[config.mk]
export PLATFORM = sky130hd
export DESIGN_NAME = pdst_divider
export DESIGN_NICKNAME = d
export VERILOG_FILES = /design/src/rtl/pdst_divider.sv
export SDC_FILE = /design/constraint.sdc
export NUM_CORES = 1
export LEC_CHECK = 0
export BUFFER_PORTS_ARGS = -buffer_cell sky130_fd_sc_hd__buf_2
export CAP_MARGIN = 10
export CORE_MARGIN = 3
export CORE_UTILIZATION = 51
export CTS_BUF_LIST = sky130_fd_sc_hd__clkbuf_4
export CTS_CLUSTER_DIAMETER = 60
export DETAILED_ROUTE_END_ITERATION = 10
export PLACE_DENSITY = 0.76
export SLEW_MARGIN = 10
export SYNTH_ARGS = -nofsm -noshare
export SYNTH_HDL_FRONTEND = slang
export SYNTH_SLANG_ARGS = --single-unit
[constraint.sdc]
create_clock -name aclk -period 3 [get_ports aclk]
set_input_delay 0.3 -clock aclk [delete_from_list [all_inputs] [get_ports aclk]]
set_output_delay 0.3 -clock aclk [all_outputs]
set_load 0.05 [all_outputs]
[src/rtl/pdst_divider.sv]
// Restoring radix-2 divider, one quotient bit per cycle.
// Standalone; used by the proper divisor sum top level.
`default_nettype none

module pdst_divider #(
    parameter int NUM_WIDTH = 32
) (
    input  wire logic                 aclk,
    input  wire logic                 aresetn,
    input  wire logic                 start,
    input  wire logic [NUM_WIDTH-1:0] dividend,
    input  wire logic [NUM_WIDTH-1:0] divisor,
    output logic                      done,
    output logic [NUM_WIDTH-1:0]      quotient,
    output logic [NUM_WIDTH-1:0]      remainder
);

    localparam int CNT_W = $clog2(NUM_WIDTH);

    logic                 busy_reg, busy_next;
    logic                 done_reg, done_next;
    logic [CNT_W-1:0]     count_reg, count_next;
    logic [NUM_WIDTH-1:0] rem_reg, rem_next;
    logic [NUM_WIDTH-1:0] quo_reg, quo_next;
    logic [NUM_WIDTH-1:0] div_reg, div_next;
    logic [NUM_WIDTH:0]   rem_shift;
    logic [NUM_WIDTH:0]   diff;

    assign rem_shift = {rem_reg, quo_reg[NUM_WIDTH-1]};
    assign diff      = rem_shift - {1'b0, div_reg};

    always_comb begin
        busy_next  = busy_reg;
        done_next  = 1'b0;
        count_next = count_reg;
        rem_next   = rem_reg;
        quo_next   = quo_reg;
        div_next   = div_reg;
        if (start) begin
            busy_next  = 1'b1;
            count_next = CNT_W'(NUM_WIDTH - 1);
            rem_next   = '0;
            quo_next   = dividend;
            div_next   = divisor;
        end else if (busy_reg) begin
            // keep the shifted remainder when the subtract borrows
            if (diff[NUM_WIDTH]) begin
                rem_next = rem_shift[NUM_WIDTH-1:0];
                quo_next = {quo_reg[NUM_WIDTH-2:0], 1'b0};
            end else begin
                rem_next = diff[NUM_WIDTH-1:0];
                quo_next = {quo_reg[NUM_WIDTH-2:0], 1'b1};
            end
            if (count_reg == '0) begin
                busy_next = 1'b0;
                done_next = 1'b1;
            end else begin
                count_next = count_reg - 1'b1;
            end
        end
    end

    always_ff @(posedge aclk) begin
        if (!aresetn) begin
            busy_reg <= 1'b0;
            done_reg <= 1'b0;
        end else begin
            busy_reg <= busy_next;
            done_reg <= done_next;
        end
        count_reg <= count_next;
        rem_reg   <= rem_next;
        quo_reg   <= quo_next;
        div_reg   <= div_next;
    end

    assign done      = done_reg;
    assign quotient  = quo_reg;
    assign remainder = rem_reg;

endmodule

`default_nettype wire

==> results of run 1 <==
## synth_stat cells (all sizes together) (8+ instances only)
cell type   n
a21o       12
a21oi      31
a311oi     14
and3        8
buf        11
clkbuf     18
dfxtp      39
edfxtp     64
ha         33
inv        41
mux2       31
nand2      57
nand3      29
nand4       9
nor2       35
nor3        8
o211ai     14
o21a        8
o21ai      33
xnor2      19
xor2        8
## area by class of cell
| class | instances | area (sq um) | area share (%) |
|---|---|---|---|
| inverters | 41 | 154 | 1.98 |
| clock inverters | 6 | 55.1 | 0.707 |
| repair buffers | 211 | 1400 | 18.0 |
| multi-input cells | 430 | 3220 | 41.4 |
| well taps | 140 | 175 | 2.25 |
| flip-flops and latches | 103 | 2710 | 34.7 |
| clock buffers | 10 | 75.1 | 0.964 |
## timing repair
action / 4_1_cts / 5_1_grt
hold buffers: 32 / 0
gates resized for setup: 7 / 59
cloned: 0 / 2
pin swaps: 5 / 25
setup buffers: 6 / 3
endpoints found under the hold margin: 32 / 0
endpoints found under the setup margin: 26 / 33
## per-stage QoR
step	TNS [ps]	hold WS, ps
2_1_floorplan	-2150	399
3_3_place_gp	0	464
3_5_place_dp	-501	479
4_1_cts	-10.9	15.2
5_1_grt	-2550	8.98
6_report	0	37.1
## critical path: stages, from the launching register on
cell and delay, ps:
edfxtp_1 440, inv_2 90, ha_4 130, fa_2 200, nor2b_2 50, o31a_1 270
o22a_1 220, a311o_2 460, a211oi_4 260, buf_4 160, o21ai_4 90, buf_4 180
a211oi_1 280, a211oi_2 60
## power groups by stage
stage | sequential, mW | combinational, mW | clock (mW)
floorplan | 1.93 | 0.434 | 0
global route | 1.70 | 1.08 | 0.782
global placement | 1.71 | 0.892 | 0
CTS | 1.69 | 0.962 | 0.724
finish | 1.69 | 1.00 | 0.713
detailed placement | 1.72 | 0.915 | 0
## worst paths after layout
check,startpoint,endpoint,slack (ps)
worst max-delay path,quotient[31]$_DFFE_PP_,remainder[26]$_SDFFE_PP0P_,8
worst min-delay path,aresetn,done$_SDFF_PP0_,40
worst max register to register,quotient[31]$_DFFE_PP_,remainder[26]$_SDFFE_PP0P_,8
worst min register to register,count_reg[4]$_SDFFE_PP1P_,count_reg[4]$_SDFFE_PP1P_,500
## cells by family (layout without fill, tap and decap cells)
group | count (synthesis) | in the layout | share of synthesized area [%]
muxes | 31 | 31 | 5.82
buffers and inverters | 70 | 268 | 5.05
AOI/OAI and AO/OA | 163 | 163 | 19.1
DFF | 103 | 103 | 45.1
xor gates and xnor gates | 27 | 27 | 3.94
and+or+nand+nor | 175 | 175 | 13.8
adders and majority gates | 34 | 34 | 7.22
## per-layer routing
| metal | wire, microns | track usage [%] |
|---|---|---|
| met1 | 6960 | 32.3 |
| met2 | 8300 | 42.6 |
| met3 | 982 | 5.13 |
| met4 | 427 | 8.79 |
| met5 | 0 | 0 |
==> impl_metrics.yaml, run 1 <==
worst_hold_path:
  min_path_type: "primary input to flop"
  hold_depth: 2
global_routing:
  grt_pass1_wl_microns: 26300
  track_usage_pct: 25.3
  grt-ovfl-total: 0
  grt_max_degree: 84
  antenna_found_initial: 0
  grt_pass1_vias: 5435
placed_design:
  hpwl_microns: 11900
  dp_cells: 882
  placed_area_sq_mm: 0.00698
  dp_slack_ps: -93.4
  port_buffers: 131
  routabilityCongestion: 0.869
routing:
  drc: 0
  routedWlPerCell_microns: 17.7
  dr.pass1.iters: 5
  dr.first_iter.drc_count: 456
  drtAntennaViolNets: 0
  vias: 5558
  wl_microns: 16700
  avgViaCountPerCell: 5.91
timing:
  relSlewSlack_pct: 20.5
  drv_slew: 0
  skew_ps: 19.2
  fin_crit_sh_pct: 99.7
  min_period_ps: 2990
  final_hold_viol_count: 0
  max_freq_ghz: 0.334
  worst_slew_pin_slew_ps: 1190
  setup_viol_count_final: 0
  rsz0062_at_grt: "yes"
  fin_ws_ps: 7.69
clock_network:
  path_clk_slew_ps: 180
  cts_root_buf: "clkbuf_4"
  clk_latency_ps: 500
  cts_max_level: 3
  cts.sinks: 103
  cts_buffers: 9
  cts_buffer_depth: 2
  tritoncts: "done"
worst_setup_path:
  worstSetupStartpointType: "flop"
  cp_data_arrival_time_ps: 3390
  path_max_fanout: 6
  required_ps: 3390
  cp-end-kind: "flop"
  worstSetupPathType: "flop to flop"
  reg2regPathDepth: 13
pwr:
  p_per_area_mw_per_mm2: 438
  seqPwrFrac_pct: 49.6
  power_frac_clock_pct: 20.9
  p_int_mw: 2.19
  p_comb_share_pct: 29.4
  swShare_pct: 35.8
  leakage_nw: 3.36
  irDropWorstVdd_mv: 0.234
  power.total_mw: 3.41
  power_switching_mw: 1.22
cells_and_area:
  fillers: 831
  area_growth_syn_to_layout_pct: 29.8
  final_common_cell: "buf_2"
  final_cell_mix: "buf_2, edfxtp_1, nand2_1, inv_1, dfxtp_1"
  nets: 897
  final_area_sq_mm: 0.00779
  final_util_pct: 69.7
  finalNonFillerCells: 941
  num_antenna_cells: 0
  drive_above_1_share_pct: 33.7
floorplan:
  io_pins: 132
  coreArea_sq_mm: 0.0112
  initial_core_util_pct: 53.7
  die_height_microns: 114
  die_x_microns: 114
  die_area_sq_mm: 0.0131
  placementRows: 38
synthesis:
  synth_cell_types: 57
  yosys.area.top_type: "edfxtp_1"
  synth_cells: 603
  synth_enable_flop_cells: 64
  yosysSeqAreaShare_pct: 45.1
  synth_top_area_share_pct: 32.0
  synth-async-reset-ratio_pct: 0
  synth_ff_type: "edfxtp_1"
  synthesis.area_sq_mm: 0.00600
  synth.net_count: 704
  synth.area.top_cells: "edfxtp_1, dfxtp_1, ha_1"
  ys_seq_elements: 103
  syn_area_per_cell_sq_um: 9.95
  yosys_warnings: 0
job:
  maxCapViolations: 0
outcome:
  status: "finished, final reports clean"
(Power assumes the default switching activity.)
==> run 2, diff against run 1 <==
- ABC_AREA: not set -> 1
- BUFFER_PORTS_ARGS: -buffer_cell sky130_fd_sc_hd__buf_2 -> not set
- CORE_UTILIZATION: 51 -> 60
- DONT_BUFFER_PORTS: not set -> 1
==> run 2 against run 1 <==
First-iteration DRC count rose by 15%. Cell count rose by 35%. Highest routed layer unchanged. Non-clock buffer count fell by 108. Critical path type unchanged.
==> impl_metrics.yaml, run 2 <==
cells_and_area:
  nets: 1230
  final_cell_mix: "nand2_1, inv_1, dlygate4sd3_1, edfxtp_1, nand3_1"
  seqCellArea_sq_mm: 0.00270
  final_common_cell: "nand2_1"
  area_growth_syn_to_layout_pct: 17.0
  drive_above_1_share_pct: 6.97
  fillers: 928
  num_antenna_cells: 0
  multi_input_area_sq_mm: 0.00324
  final_util_pct: 72.9
synthesis:
  yosys.area.top_type: "edfxtp_1"
  synth_cell_types: 35
  synthesis.area_sq_mm: 0.00688
  synth.area.top_cells: "edfxtp_1, nand2_1, inv_1"
  ys_seq_elements: 103
  synth-async-reset-ratio_pct: 0
  synth_top_area_share_pct: 27.9
  synth_cells: 1033
  synth_enable_flop_cells: 64
  yosysMostFrequentCell: "nand2_1"
  yosys_warnings: 0
  syn_area_per_cell_sq_um: 6.66
  ys_top_cells_by_count: "nand2_1, inv_1, edfxtp_1"
  yosysSeqAreaShare_pct: 39.3
  synth_ff_type: "edfxtp_1"
  synth.net_count: 1134
timing:
  max_freq_ghz: 0.368
  worst_slew_pin_slew_ps: 963
  min_period_ps: 2710
  drv_slew: 0
  setup_viol_count_final: 0
  final_hold_viol_count: 0
  relSlewSlack_pct: 35.4
  fin_crit_sh_pct: 90.5
  skew_ps: 26.0
  rsz0062_at_grt: "no"
  setup_tns_ps: 0
floorplan:
  io_pins: 132
  initial_core_util_pct: 62.4
  coreArea_sq_mm: 0.0110
  die_height_microns: 113
  die_area_sq_mm: 0.0128
  placementRows: 38
  die_x_microns: 113
global_routing:
  grt_max_degree: 65
  grt_pass1_wl_microns: 30500
  antenna_found_initial: 0
  track_usage_pct: 30.0
  grt-ovfl-total: 0
  grt_pass1_vias: 6354
worst_setup_path:
  path_max_fanout: 33
  required_ps: 3380
  worstSetupPathType: "flop to flop"
  critPathBufInv: 2
  slowest_stage: "fa_1"
  slowest_delay_ps: 400
  crit_chain: "inv_1, ha_1, fa_1, inv_1, nand2_1, nand2_1, nand3_1, nand2_2, nand2_1, nand2_1, nand2_2, nand2_2, nand2_2, nand2_4, nand2_1, nand3_1, nand2_1"
  r2r-start: "quotient[31]$_DFFE_PP_"
  reg2regPathDepth: 17
  cp-end-kind: "flop"
  worstSetupStartpointType: "flop"
  cp_top_family: "simple AND/OR/NAND/NOR gates"
  cp_data_arrival_time_ps: 3100
  reg2reg_slack_ps: 290
  r2r-end: "remainder[14]$_SDFFE_PP0P_"
  crit_top_cell: "nand2_1"
routing:
  wl_microns: 18500
  drc: 0
  dr.pass1.iters: 5
  dr.first_iter.drc_count: 523
  routedWlPerCell_microns: 14.5
  avgViaCountPerCell: 5.09
  drtAntennaViolNets: 0
  vias: 6488
clock_network:
  cts_root_buf: "clkbuf_4"
  cts_buffer_depth: 2
  tritoncts: "done"
  path_clk_slew_ps: 170
  clk_latency_ps: 490
  cts.sinks: 103
  cts_max_level: 3
  cts_buffers: 9
placed_design:
  hpwl_microns: 12400
  port_buffers: 0
  routabilityCongestion: 0.960
pwr:
  irDropWorstVdd_mv: 0.444
  power.total_mw: 3.03
  leakage_nw: 4.42
  p_per_area_mw_per_mm2: 376
job:
  maxCapViolations: 0
worst_hold_path:
  hold_start: "start"
  holdPathEnd: "quotient[0]$_DFFE_PP_"
  min_path_type: "primary input to flop"
  hold_depth: 1
outcome:
  status: "finished, final reports clean"
## run 2: cell count changes in the layout (fill, tap and decap cells not counted), moves of 10 or more
cell	delta
o21ai_0	-12
o211ai_1	-14
buf_6	-13
nand2_1	+407
a21o_1	-10
nand3_1	+42
dlygate4sd3_1	+35
inv_1	+173
mux2_2	-31
nand2_2	+10
buf_2	-130
## run 2: how the worst max path moves through the flow
stage,slack [ps],cells past startpoint,start,endpoint
4_1_cts,310,15,quotient[31]$_DFFE_PP_,quotient[0]$_DFFE_PP_
3_5_place_dp,320,15,quotient[31]$_DFFE_PP_,quotient[0]$_DFFE_PP_
2_1_floorplan,340,16,quotient[31]$_DFFE_PP_,quotient[0]$_DFFE_PP_
3_3_place_gp,400,15,quotient[31]$_DFFE_PP_,quotient[0]$_DFFE_PP_
5_1_grt,0.8,17,quotient[31]$_DFFE_PP_,remainder[14]$_SDFFE_PP0P_
6_report,290,17,quotient[31]$_DFFE_PP_,remainder[14]$_SDFFE_PP0P_
## run 2: area by class of cell
cell class                 instances  share of cell area (%)
clock buffer                      11                    1.03
clock inverter                     5                   0.840
inverter                         218                    10.2
multi-input combinational        694                    40.2
sequential                       103                    33.6
tap                              140                    2.18
timing repair buffer             103                    11.9
## run 2: report_power, final
group	internal (mW)	switching, mW	total, mW
registers	1.61	0.198	1.80
logic	0.167	0.265	0.432
clock network	0.287	0.505	0.792
total	2.06	0.968	3.03
## run 2: what timing repair did
item                                    4_1_cts  5_1_grt
endpoints found under the setup margin        0        0
hold buffers                                 66        2
setup buffers                                 0        0
gates resized for setup                       0        0
hold endpoints to repair                     98        1
## run 2: metrics by stage
| step | hold slack, ps | instances | setup slack [ps] | area [sq um] |
|---|---|---|---|---|
| 2_1_floorplan | 399 | 1033 | 338 | 6880 |
| 3_3_place_gp | 399 | 1190 | 403 | 7200 |
| 3_5_place_dp | 399 | 1190 | 316 | 7200 |
| 4_1_cts | 0.568 | 1272 | 309 | 8030 |
| 5_1_grt | 5.96 | 1274 | 0.809 | 8050 |
| 6_report | 25.3 | 1274 | 286 | 8050 |
## run 2: per-layer routing
metal	GRT usage (%)	wire length, microns	share of wire (%)	vias up
li1	-	-	-	3302
met1	39.0	8080	44	2922
met2	50.5	8740	47	233
met3	5.78	1330	7.2	31
met4	10.3	374	2.0	0
met5	0	0	0	-
## run 2: worst register-to-register path, delay by kind of cell (launching register included)
| family | cells | cell delay (ps) |
|---|---|---|
| flops | 1 | 380 |
| buf+inv | 2 | 150 |
| fa+ha+maj | 2 | 630 |
| simple gates | 13 | 1460 |
## run 2: cell families after synthesis
family / count (synthesis) / share of synthesized area (%)
AO/OA/AOI/OAI: 33 / 2.47
XOR/XNOR: 15 / 1.91
adder cells (fa/ha/maj): 34 / 6.29
buffers and inverters: 236 / 13.7
flip-flops: 103 / 39.3
AND/OR/NAND/NOR: 612 / 36.3
